## src/rtl/smd_pkg.sv

```systemverilog
package smd_pkg;

    localparam int STACK_DEPTH = 1024;
    localparam int SP_W        = $clog2(STACK_DEPTH);
    localparam int FLOOR_W     = 10;
    localparam int CMP_W       = (SP_W > FLOOR_W) ? SP_W : FLOOR_W;
    localparam int DATA_W      = 32;
    localparam int CMD_W       = 4;
    localparam int TGT_W       = 10;
    localparam int STATUS_W    = 3;
    localparam int DIV_CNT_W   = $clog2(DATA_W);

    localparam logic [SP_W-1:0] SP_TOP = SP_W'(STACK_DEPTH - 1);

    typedef logic [CMD_W-1:0]    t_op;
    typedef logic [STATUS_W-1:0] t_status;

    localparam t_op OP_PUSH  = 4'd0;
    localparam t_op OP_ADD   = 4'd1;
    localparam t_op OP_SUB   = 4'd2;
    localparam t_op OP_MUL   = 4'd3;
    localparam t_op OP_DIV   = 4'd4;
    localparam t_op OP_MOD   = 4'd5;
    localparam t_op OP_BGT   = 4'd6;
    localparam t_op OP_BGE   = 4'd7;
    localparam t_op OP_BLT   = 4'd8;
    localparam t_op OP_BLE   = 4'd9;
    localparam t_op OP_BEQ   = 4'd10;
    localparam t_op OP_BNE   = 4'd11;
    localparam t_op OP_PRINT = 4'd12;
    localparam t_op OP_HALT  = 4'd13;

    localparam t_status ST_OK        = 3'd0;
    localparam t_status ST_BAD_OP    = 3'd1;
    localparam t_status ST_DIV_ZERO  = 3'd2;
    localparam t_status ST_FULL      = 3'd3;
    localparam t_status ST_POP_EMPTY = 3'd4;

    typedef struct packed {
        logic latch;
        logic pop;
        logic cap_tos;
        logic calc;
        logic div_start;
        logic div_cap;
        logic push;
        logic set_halt;
        logic bad_op;
        logic load_out;
    } t_dp_cmd;

    typedef struct packed {
        t_op  op;
        logic halted;
        logic tos_zero;
        logic div_done;
        logic out_busy;
    } t_dp_stat;

    function automatic logic is_arith(input t_op op);
        return (op >= OP_ADD) && (op <= OP_MOD);
    endfunction

    function automatic logic is_branch(input t_op op);
        return (op >= OP_BGT) && (op <= OP_BNE);
    endfunction

    function automatic logic is_divop(input t_op op);
        return (op == OP_DIV) || (op == OP_MOD);
    endfunction

endpackage

```

## src/rtl/smd_ctrl.sv

```systemverilog
module smd_ctrl (
    input  logic               i_clk,
    input  logic               i_rst_n,
    input  logic               i_in_valid,
    output logic               o_in_stall,
    input  smd_pkg::t_dp_stat  i_stat,
    output smd_pkg::t_dp_cmd   o_ctrl
);

    typedef enum logic [2:0] {
        S_IDLE,
        S_POP1,
        S_POP2,
        S_CALC,
        S_DIV,
        S_PUSH,
        S_FIN
    } t_state;

    t_state r_state;
    t_state n_state;

    always_comb begin
        o_ctrl  = '0;
        n_state = r_state;
        case (r_state)
            S_IDLE: begin
                if (i_in_valid) begin
                    o_ctrl.latch = 1'b1;
                    n_state      = S_POP1;
                end
            end
            S_POP1: begin
                if (i_stat.halted) begin
                    n_state = S_FIN;
                end else if (i_stat.op == smd_pkg::OP_PUSH) begin
                    n_state = S_PUSH;
                end else if (smd_pkg::is_arith(i_stat.op) || smd_pkg::is_branch(i_stat.op)
                             || (i_stat.op == smd_pkg::OP_PRINT)) begin
                    o_ctrl.pop = 1'b1;
                    n_state    = S_POP2;
                end else if (i_stat.op == smd_pkg::OP_HALT) begin
                    o_ctrl.set_halt = 1'b1;
                    n_state         = S_FIN;
                end else begin
                    o_ctrl.bad_op = 1'b1;
                    n_state       = S_FIN;
                end
            end
            S_POP2: begin
                o_ctrl.cap_tos = 1'b1;
                if (i_stat.op == smd_pkg::OP_PRINT) begin
                    n_state = S_FIN;
                end else begin
                    o_ctrl.pop = 1'b1;
                    n_state    = S_CALC;
                end
            end
            S_CALC: begin
                o_ctrl.calc = 1'b1;
                if (smd_pkg::is_branch(i_stat.op)) begin
                    n_state = S_FIN;
                end else if (smd_pkg::is_divop(i_stat.op) && !i_stat.tos_zero) begin
                    o_ctrl.div_start = 1'b1;
                    n_state          = S_DIV;
                end else begin
                    n_state = S_PUSH;
                end
            end
            S_DIV: begin
                if (i_stat.div_done) begin
                    o_ctrl.div_cap = 1'b1;
                    n_state        = S_PUSH;
                end
            end
            S_PUSH: begin
                o_ctrl.push = 1'b1;
                n_state     = S_FIN;
            end
            S_FIN: begin
                if (!i_stat.out_busy) begin
                    o_ctrl.load_out = 1'b1;
                    n_state         = S_IDLE;
                end
            end
            default: begin
                n_state = S_IDLE;
            end
        endcase
    end

    always_ff @(posedge i_clk) begin
        if (!i_rst_n) begin
            r_state <= S_IDLE;
        end else begin
            r_state <= n_state;
        end
    end

    assign o_in_stall = (r_state != S_IDLE);

endmodule

```

## config.mk

```make
export PLATFORM = sky130hd
export DESIGN_NAME = smd_ctrl
export DESIGN_NICKNAME = d
export VERILOG_FILES = /design/src/rtl/smd_pkg.sv /design/src/rtl/smd_ctrl.sv
export SDC_FILE = /design/constraint.sdc
export NUM_CORES = 1
export LEC_CHECK = 0
export ABC_AREA = 1
export BUFFER_PORTS_ARGS = -buffer_cell sky130_fd_sc_hd__buf_4
export CORE_AREA = 2 2 39 41
export CTS_BUF_LIST = sky130_fd_sc_hd__clkbuf_4
export CTS_CLUSTER_SIZE = 12
export DETAILED_ROUTE_END_ITERATION = 7
export DIE_AREA = 0 0 41 43
export GPL_TIMING_DRIVEN = 0
export PLACE_DENSITY = 0.58
export SYNTH_ARGS = -nofsm -noshare
export SYNTH_HDL_FRONTEND = slang
export SYNTH_SLANG_ARGS = --single-unit
```

## constraint.sdc

```tcl
create_clock -name i_clk -period 1.3 [get_ports i_clk]
set_clock_uncertainty 0.1 [all_clocks]
set_input_delay 0.26 -clock i_clk [delete_from_list [all_inputs] [get_ports i_clk]]
set_output_delay 0.26 -clock i_clk [all_outputs]
set_load 0.01 [all_outputs]
```

==> results of run 1 <==
## per-layer routing
layer	global-route usage	vias to the layer above
met5	0	-
met4	0.0600	0
met3	0.0576	7
met2	0.259	24
met1	0.173	247
li1	-	309
## final timing paths
check,to,start
hold reg to reg,r_state[2],r_state[2]
hold / removal,r_state[2],i_rst_n
setup reg to reg,r_state[2],r_state[0]
setup / recovery,o_ctrl[8],r_state[1]
## per-stage QoR
| stage | power [uW] | setup TNS (ns) | instances | instance area, um^2 | hold WS, ns |
|---|---|---|---|---|---|
| 5_1_grt | 1660 | -3.11 | 126 | 788 | 0.170 |
| 3_5_place_dp | 846 | -0.409 | 112 | 574 | 0.410 |
| 3_3_place_gp | 849 | -0.436 | 112 | 574 | 0.408 |
| 2_1_floorplan | 607 | 0 | 75 | 397 | 0.285 |
| 4_1_cts | 1320 | -1.95 | 122 | 706 | 0.159 |
| 6_report | 1540 | -2.10 | 126 | 788 | 0.159 |
## area by class of cell
class,count,area share
clock buffer,4,0.0381
tap,16,0.0254
sequential,3,0.0905
inverter,14,0.0730
timing repair buffer,31,0.319
multi-input combinational,58,0.454
## power groups by stage
stage,combinational [uW],clock [uW],sequential [uW]
after CTS,862,197,259
after global routing,1160,213,282
after global placement,621,0,228
after detailed placement,622,0,224
final,1070,192,275
after floorplan,402,0,205
## placed cells by master, fill, tap and decap left out, drive strengths merged
master,netlist,final
nand3b,2,2
clkinv,1,1
a21oi,1,1
inv,13,13
nor3,3,3
o22ai,1,1
nor2,18,18
nand2,23,23
dfxtp,3,3
buf,0,31
a31oi,1,1
nor4,2,2
clkbuf,0,4
nand3,6,6
o21ai,1,1
## worst max-delay path, delay by kind of cell (launching register included)
| kind | cells | cell delay (ns) |
|---|---|---|
| DFF | 1 | 0.40 |
| and+or+nand+nor | 2 | 0.24 |
| buffers and inverters | 2 | 0.19 |
| AOI/OAI and AO/OA | 1 | 0.14 |
## cells by family after synthesis
kind of cell	after synthesis	synth area share
and+or+nand+nor	54	0.640
buffers and inverters	14	0.140
AOI/OAI and AO/OA	4	0.0600
DFF	3	0.160
## repair_timing
action	in CTS	in global routing
endpoints found under the setup margin	11	14
pin swaps	5	8
resized for setup	18	14
setup buffers	6	5
==> results.txt, run 1 <==
----------------------------------------------------
[Synth]
  Yosys synthesis warning count ... 0
  Per-instance average area after synthesis ... 5.00 um^2
  Most numerous cell in the Yosys netlist ... nand2_1
  Share of synthesized registers carrying an async set or reset ... 0
  Cell area after technology mapping ... 375 um^2
  Syn Inst Count ... 75
  Synth Flop Type ... dfxtp_1
  Flops & latches, synth ... 3
  Nets in the synthesized netlist ... 86
  Number of library cell types mapped by synthesis ... 17
  Sequential share of the synthesized area ... 0.160
  Cell types occupying the most area after synthesis ... nand2_1 (23%), nor2_1 (17%), dfxtp_1 (16%)
  Commonest cells in the netlist ... nand2_1 (23), nor2_1 (17), inv_1 (10), nand3_1 (6)
  Area share of the leading cell type in the synthesized netlist ... 0.230
  Cell accounting for the most synthesized area ... nand2_1
  Number of synthesized flops with an enable pin ... 0

[Floorplanning]
  Die height ... 43 um
  Std cell rows ... 14
  Total I/O pin count ... 22
  Die area ... around 1800 um^2
  Standard cell core area ... 1380 um^2
  Effective utilization at floorplan ... 0.271
  Die Width ... 41 um

[GRT]
  Total GRT Usage ... 0.157
  Initial antenna violation count ... 0
  Number of global-route vias before repair ... 477
  Pin count of the biggest net entering global routing ... 8
  Overflow left after global routing ... 0
  Wire length of the first global-routing pass ... 1920 um

[Critical path]
  CP startpoint kind ... flop
  Maximum net fanout on the critical path ... 6
  Worst-path cell with the longest stage delay ... dfxtp_4
  Required @ worst endpoint ... between 0.9 and 1 ns
  CP Cell Sequence ... inv_4 > nor2_4 > nand2_2 > o22ai_2 > buf_4
  Startpoint-to-endpoint class of the critical path ... flop to output pin
  R2R depth ... 9
  Delay of the slowest critical-path stage ... 0.40 ns
  Minimum setup slack among reg-to-reg paths ... -0.06 ns
  Worst EP arrival ... around 1.2 ns
  Crit end category ... output pin

[Detailed routing]
  Via count ... ~590
  Detailed route wirelength on metal2 ... between 600 and 700 um
  Routed met1 length ... 515 um
  Final wirelength ... 1290 um
  Routed wl met3 ... 94 um
  Top metal layer carrying routed signals ... met4
  Detail-routed via count per cell ... approximately 4.7
  Drt first-iter violations ... 2
  Drt pass-1 iters ... 2
  Remaining number of nets flagged by the antenna check after routing ... 0
  DRC viols ... 0
  Avg WL per Cell ... 10.2 um

[STA]
  Final critical path time including I/O delays and setup ... 1.57 ns
  Final hold viol count ... 0
  Actual transition at the worst max-transition pin ... 0.189 ns
  Max transition margin ... 0.873
  Fmax ... 0.637 GHz
  RSZ-0062 raised after global routing ... true
  Number of max-slew violations in the final report ... 0
  Setup WS post-layout ... -0.270 ns
  Setup-violating endpoint count in the final report ... 14
  Final Cycle Share ... 1.21

[Power and ir drop]
  Largest voltage drop on the vdd net ... 0.685 mV
  Internal power ... 837 uW
  Pwr dens ... 1950 nW/um^2
  Part of the power in combinational logic ... 0.696
  Power spent charging and discharging nets ... approximately 700 uW
  Reported leakage power ... 0.000406 uW
  Switching share of power ... 0.455
  Sequential fraction of design power ... 0.179
  Clock power share ... 0.125

[Clocking]
  Clock slew seen by the registers of the worst setup and hold paths ... roughly 0.040 ns
  Insertion delay of the later-clocked pin in the worst-skew pair ... 0.24 ns
  Cell at the root of the clock tree ... clkbuf_4
  Buffer depth of the longest clock path ... 2
  Total of hold buffers inserted after clock tree synthesis ... 0
  CTS tree ... built
  Number of clock sinks ... 3
  Inserted Clock Buffers ... 3
  Count of H-tree levels built during CTS ... 1

[Cells and area]
  Multi-input combinational cell area ... 358 um^2
  Synth-to-layout area growth ... 110%
  Antenna Cells ... 0
  Register containing the most flip-flops in the final layout ... r_state
  Number of nets in the layout ... 122
  Registers with the most flip-flops ... r_state: 3 flops
  Filler Cells Inserted ... 139
  Post-route core utilization ... 0.570
  Number of flip-flops in the largest register ... 3
  Proportion of layout cells with a drive suffix above 1 ... 0.545
  Seq. cell area ... 71.3 um^2

[Placement]
  Global placement routability congestion ... 0.764
  HPWL reported at the end of detailed placement ... 818 um
  Number of buffer cells added on primary ports ... 21
  Post-place setup slack ... -0.150 ns

[Min path]
  Worst min-delay path category ... input port to flop
  Worst hold path stage count ... 3

[Run status]
  Failing checks ... negative setup slack
  Result of the run ... finished, violations left

[Flow run]
  Max-cap violation count ... 0

----------------------------------------------------
Note: power is estimated with default switching activity, not from simulation.
==> run 2, diff against run 1 <==
Settings changed: REMOVE_ABC_BUFFERS set to 1.
Clock period 1.3 ns to 1.9 ns, I/O delays scaled along.
==> run 2 against run 1 <==
  * The flow now finishes without violations
  * Worst hold slack improved by 0.15 ns
  * Via count decreased by 12%
  * Power decreased by 54%
  * Clock power decreased by 36%
  * Flip-flop and latch count unchanged
  * Largest power group unchanged
  * Critical path type unchanged
  * Worst setup slack improved by 0.38 ns
  * Cell area decreased by 25%
  * Core utilization decreased by 14 points
  * Final cell count decreased by 7.9%
  * First-iteration DRC count increased to 3.5 times the previous value
  * Critical path depth unchanged
==> results.txt, run 2 (synthesis gave the netlist of run 1 again) <==
----------------------------------------------------
[GRT]
  Wire length of the first global-routing pass ... 1640 um
  Overflow left after global routing ... 0
  Initial antenna violation count ... 0
  Total GRT Usage ... 0.133
  Pin count of the biggest net entering global routing ... 8
  Number of global-route vias before repair ... around 460

[Cells and area]
  Synth-to-layout area growth ... 57.3%
  Non-filler instance count after layout ... 116
  Commonest non-fill, non-tap cell in the layout ... nand2_1
  Commonest cells after routing, fill and taps aside ... nand2_1 (23), buf_4 (21), nor2_1 (17)
  Number of nets in the layout ... 112
  Number of flip-flops in the largest register ... 3
  Proportion of layout cells with a drive suffix above 1 ... 0.320
  Filler Cells Inserted ... 153
  Antenna Cells ... 0
  Register containing the most flip-flops in the final layout ... r_state
  Registers with the most flip-flops ... r_state: 3 flops

[STA]
  Final Cycle Share ... 0.941
  Summed negative setup slack over all endpoints ... 0 ns
  Actual transition at the worst max-transition pin ... between 0.3 and 0.4 ns
  Setup-violating endpoint count in the final report ... 0
  Max transition margin ... 0.779
  Fmax ... 0.559 GHz
  Number of max-slew violations in the final report ... 0
  RSZ-0062 raised after global routing ... false
  Final critical path time including I/O delays and setup ... 1.79 ns
  Final hold viol count ... 0

[Clocking]
  Insertion delay of the later-clocked pin in the worst-skew pair ... between 0.2 and 0.25 ns
  Total of hold buffers inserted after clock tree synthesis ... 0
  Inserted Clock Buffers ... 3
  Number of clock sinks ... 3
  Buffer depth of the longest clock path ... 2
  Count of H-tree levels built during CTS ... 1
  CTS tree ... built
  Cell at the root of the clock tree ... clkbuf_4
  Clock slew seen by the registers of the worst setup and hold paths ... around 0.030 ns
  Buffers inserted during post-CTS setup optimization ... 0

[Detailed routing]
  Avg WL per Cell ... 8.65 um
  Drt first-iter violations ... 7
  Via count ... 519
  Drt pass-1 iters ... 4
  DRC viols ... 0
  Detail-routed via count per cell ... 4.47
  Final wirelength ... 1000 um
  Remaining number of nets flagged by the antenna check after routing ... 0

[Placement]
  Number of placed instances with taps included ... 112
  Global placement routability congestion ... 0.779
  HPWL reported at the end of detailed placement ... 852 um
  Number of buffer cells added on primary ports ... 21

[Floorplanning]
  Effective utilization at floorplan ... 0.271
  Die area ... 1760 um^2
  Std cell rows ... 14
  Die height ... between 40 and 50 um
  Die Width ... 41 um
  Total I/O pin count ... 22
  Standard cell core area ... around 1400 um^2

[Critical path]
  Delay of the slowest critical-path stage ... 0.47 ns
  Required @ worst endpoint ... about 1.4 ns
  CP startpoint kind ... flop
  Crit end category ... output pin
  Worst EP arrival ... 1.31 ns
  Worst-path cell with the longest stage delay ... dfxtp_1
  Critical path launch point ... r_state[1]
  Maximum net fanout on the critical path ... 6
  Startpoint-to-endpoint class of the critical path ... flop to output pin
  Critical register-to-register path startpoint ... r_state[1]
  CP Cell Sequence ... inv_2 > nor2_2 > nand2_1 > o22ai_1 > buf_4

[Flow run]
  Max-cap violation count ... 0

[Power and ir drop]
  Largest voltage drop on the vdd net ... between 0.6 and 0.7 mV
  Reported leakage power ... 0.000324 uW
  Pwr dens ... between 1000 and 1500 nW/um^2

[Min path]
  Worst min-delay path category ... input port to flop
  Start point of the worst min-delay path ... i_rst_n

[Run status]
  Result of the run ... finished, final reports clean

----------------------------------------------------
run 2: changes by cell type in the layout (fill, tap and decap cells not counted), sizes merged:
cell | before | now
buf | 31 | 21
run 2: stage by stage:
step	hold WS [ns]	power [uW]	setup slack (ns)	cell area [um^2]	utilization
after floorplan	0.406	397	0.402	375	-
after global placement	0.504	568	0.246	553	0.400
after detailed placement	0.498	565	0.250	553	0.400
after CTS	0.301	695	0.0167	583	0.421
after global routing	0.304	769	0.0328	591	0.427
final	0.307	700	0.111	591	0.427
run 2: routing by layer:
metal  global-route usage  vias to the layer above  wire, um
li1                     -                      288         -
met1                0.173                      225       475
met2                0.191                        6       505
met3               0.0314                        0        21
met4               0.0800                        0         0
met5                    0                        -         0
run 2: critical path, delay by kind of cell, from the launching register on:
| kind | cells | cell delay, ns |
|---|---|---|
| DFF | 1 | 0.47 |
| buffers and inverters | 2 | 0.22 |
| and+or+nand+nor | 2 | 0.20 |
| AOI/OAI and AO/OA | 1 | 0.19 |
run 2: final cells by class:
| type | instances | area (um^2) | area share |
|---|---|---|---|
| clock buffer | 4 | 30.0 | 0.0508 |
| inverter | 14 | 52.6 | 0.0890 |
| multi-input combinational | 58 | 269 | 0.456 |
| sequential | 3 | 61.3 | 0.104 |
| tap | 16 | 20.0 | 0.0339 |
| timing repair buffer | 21 | 158 | 0.267 |
run 2: path summary, 6_finish.rpt:
path | slack, ns | end | cells after the start
max | 0.11 | o_ctrl[8] | 5
min | 0.31 | r_state[0] | 3
max reg2reg | 0.62 | r_state[2] | 7
min reg2reg | 0.52 | r_state[2] | 2
run 2: power by group:
group	switching (uW)	internal [uW]	total, uW	leakage [uW]
sequential	65.5	94.7	160	0.0000250
clock	29.7	92.7	122	0.0000184
combinational	234	184	418	0.000281
run 2: timing repair:
item / in CTS / in global routing
setup endpoints to repair: 0 / 3
resized for setup: 0 / 2
endpoints found under the hold margin: 0 / 0
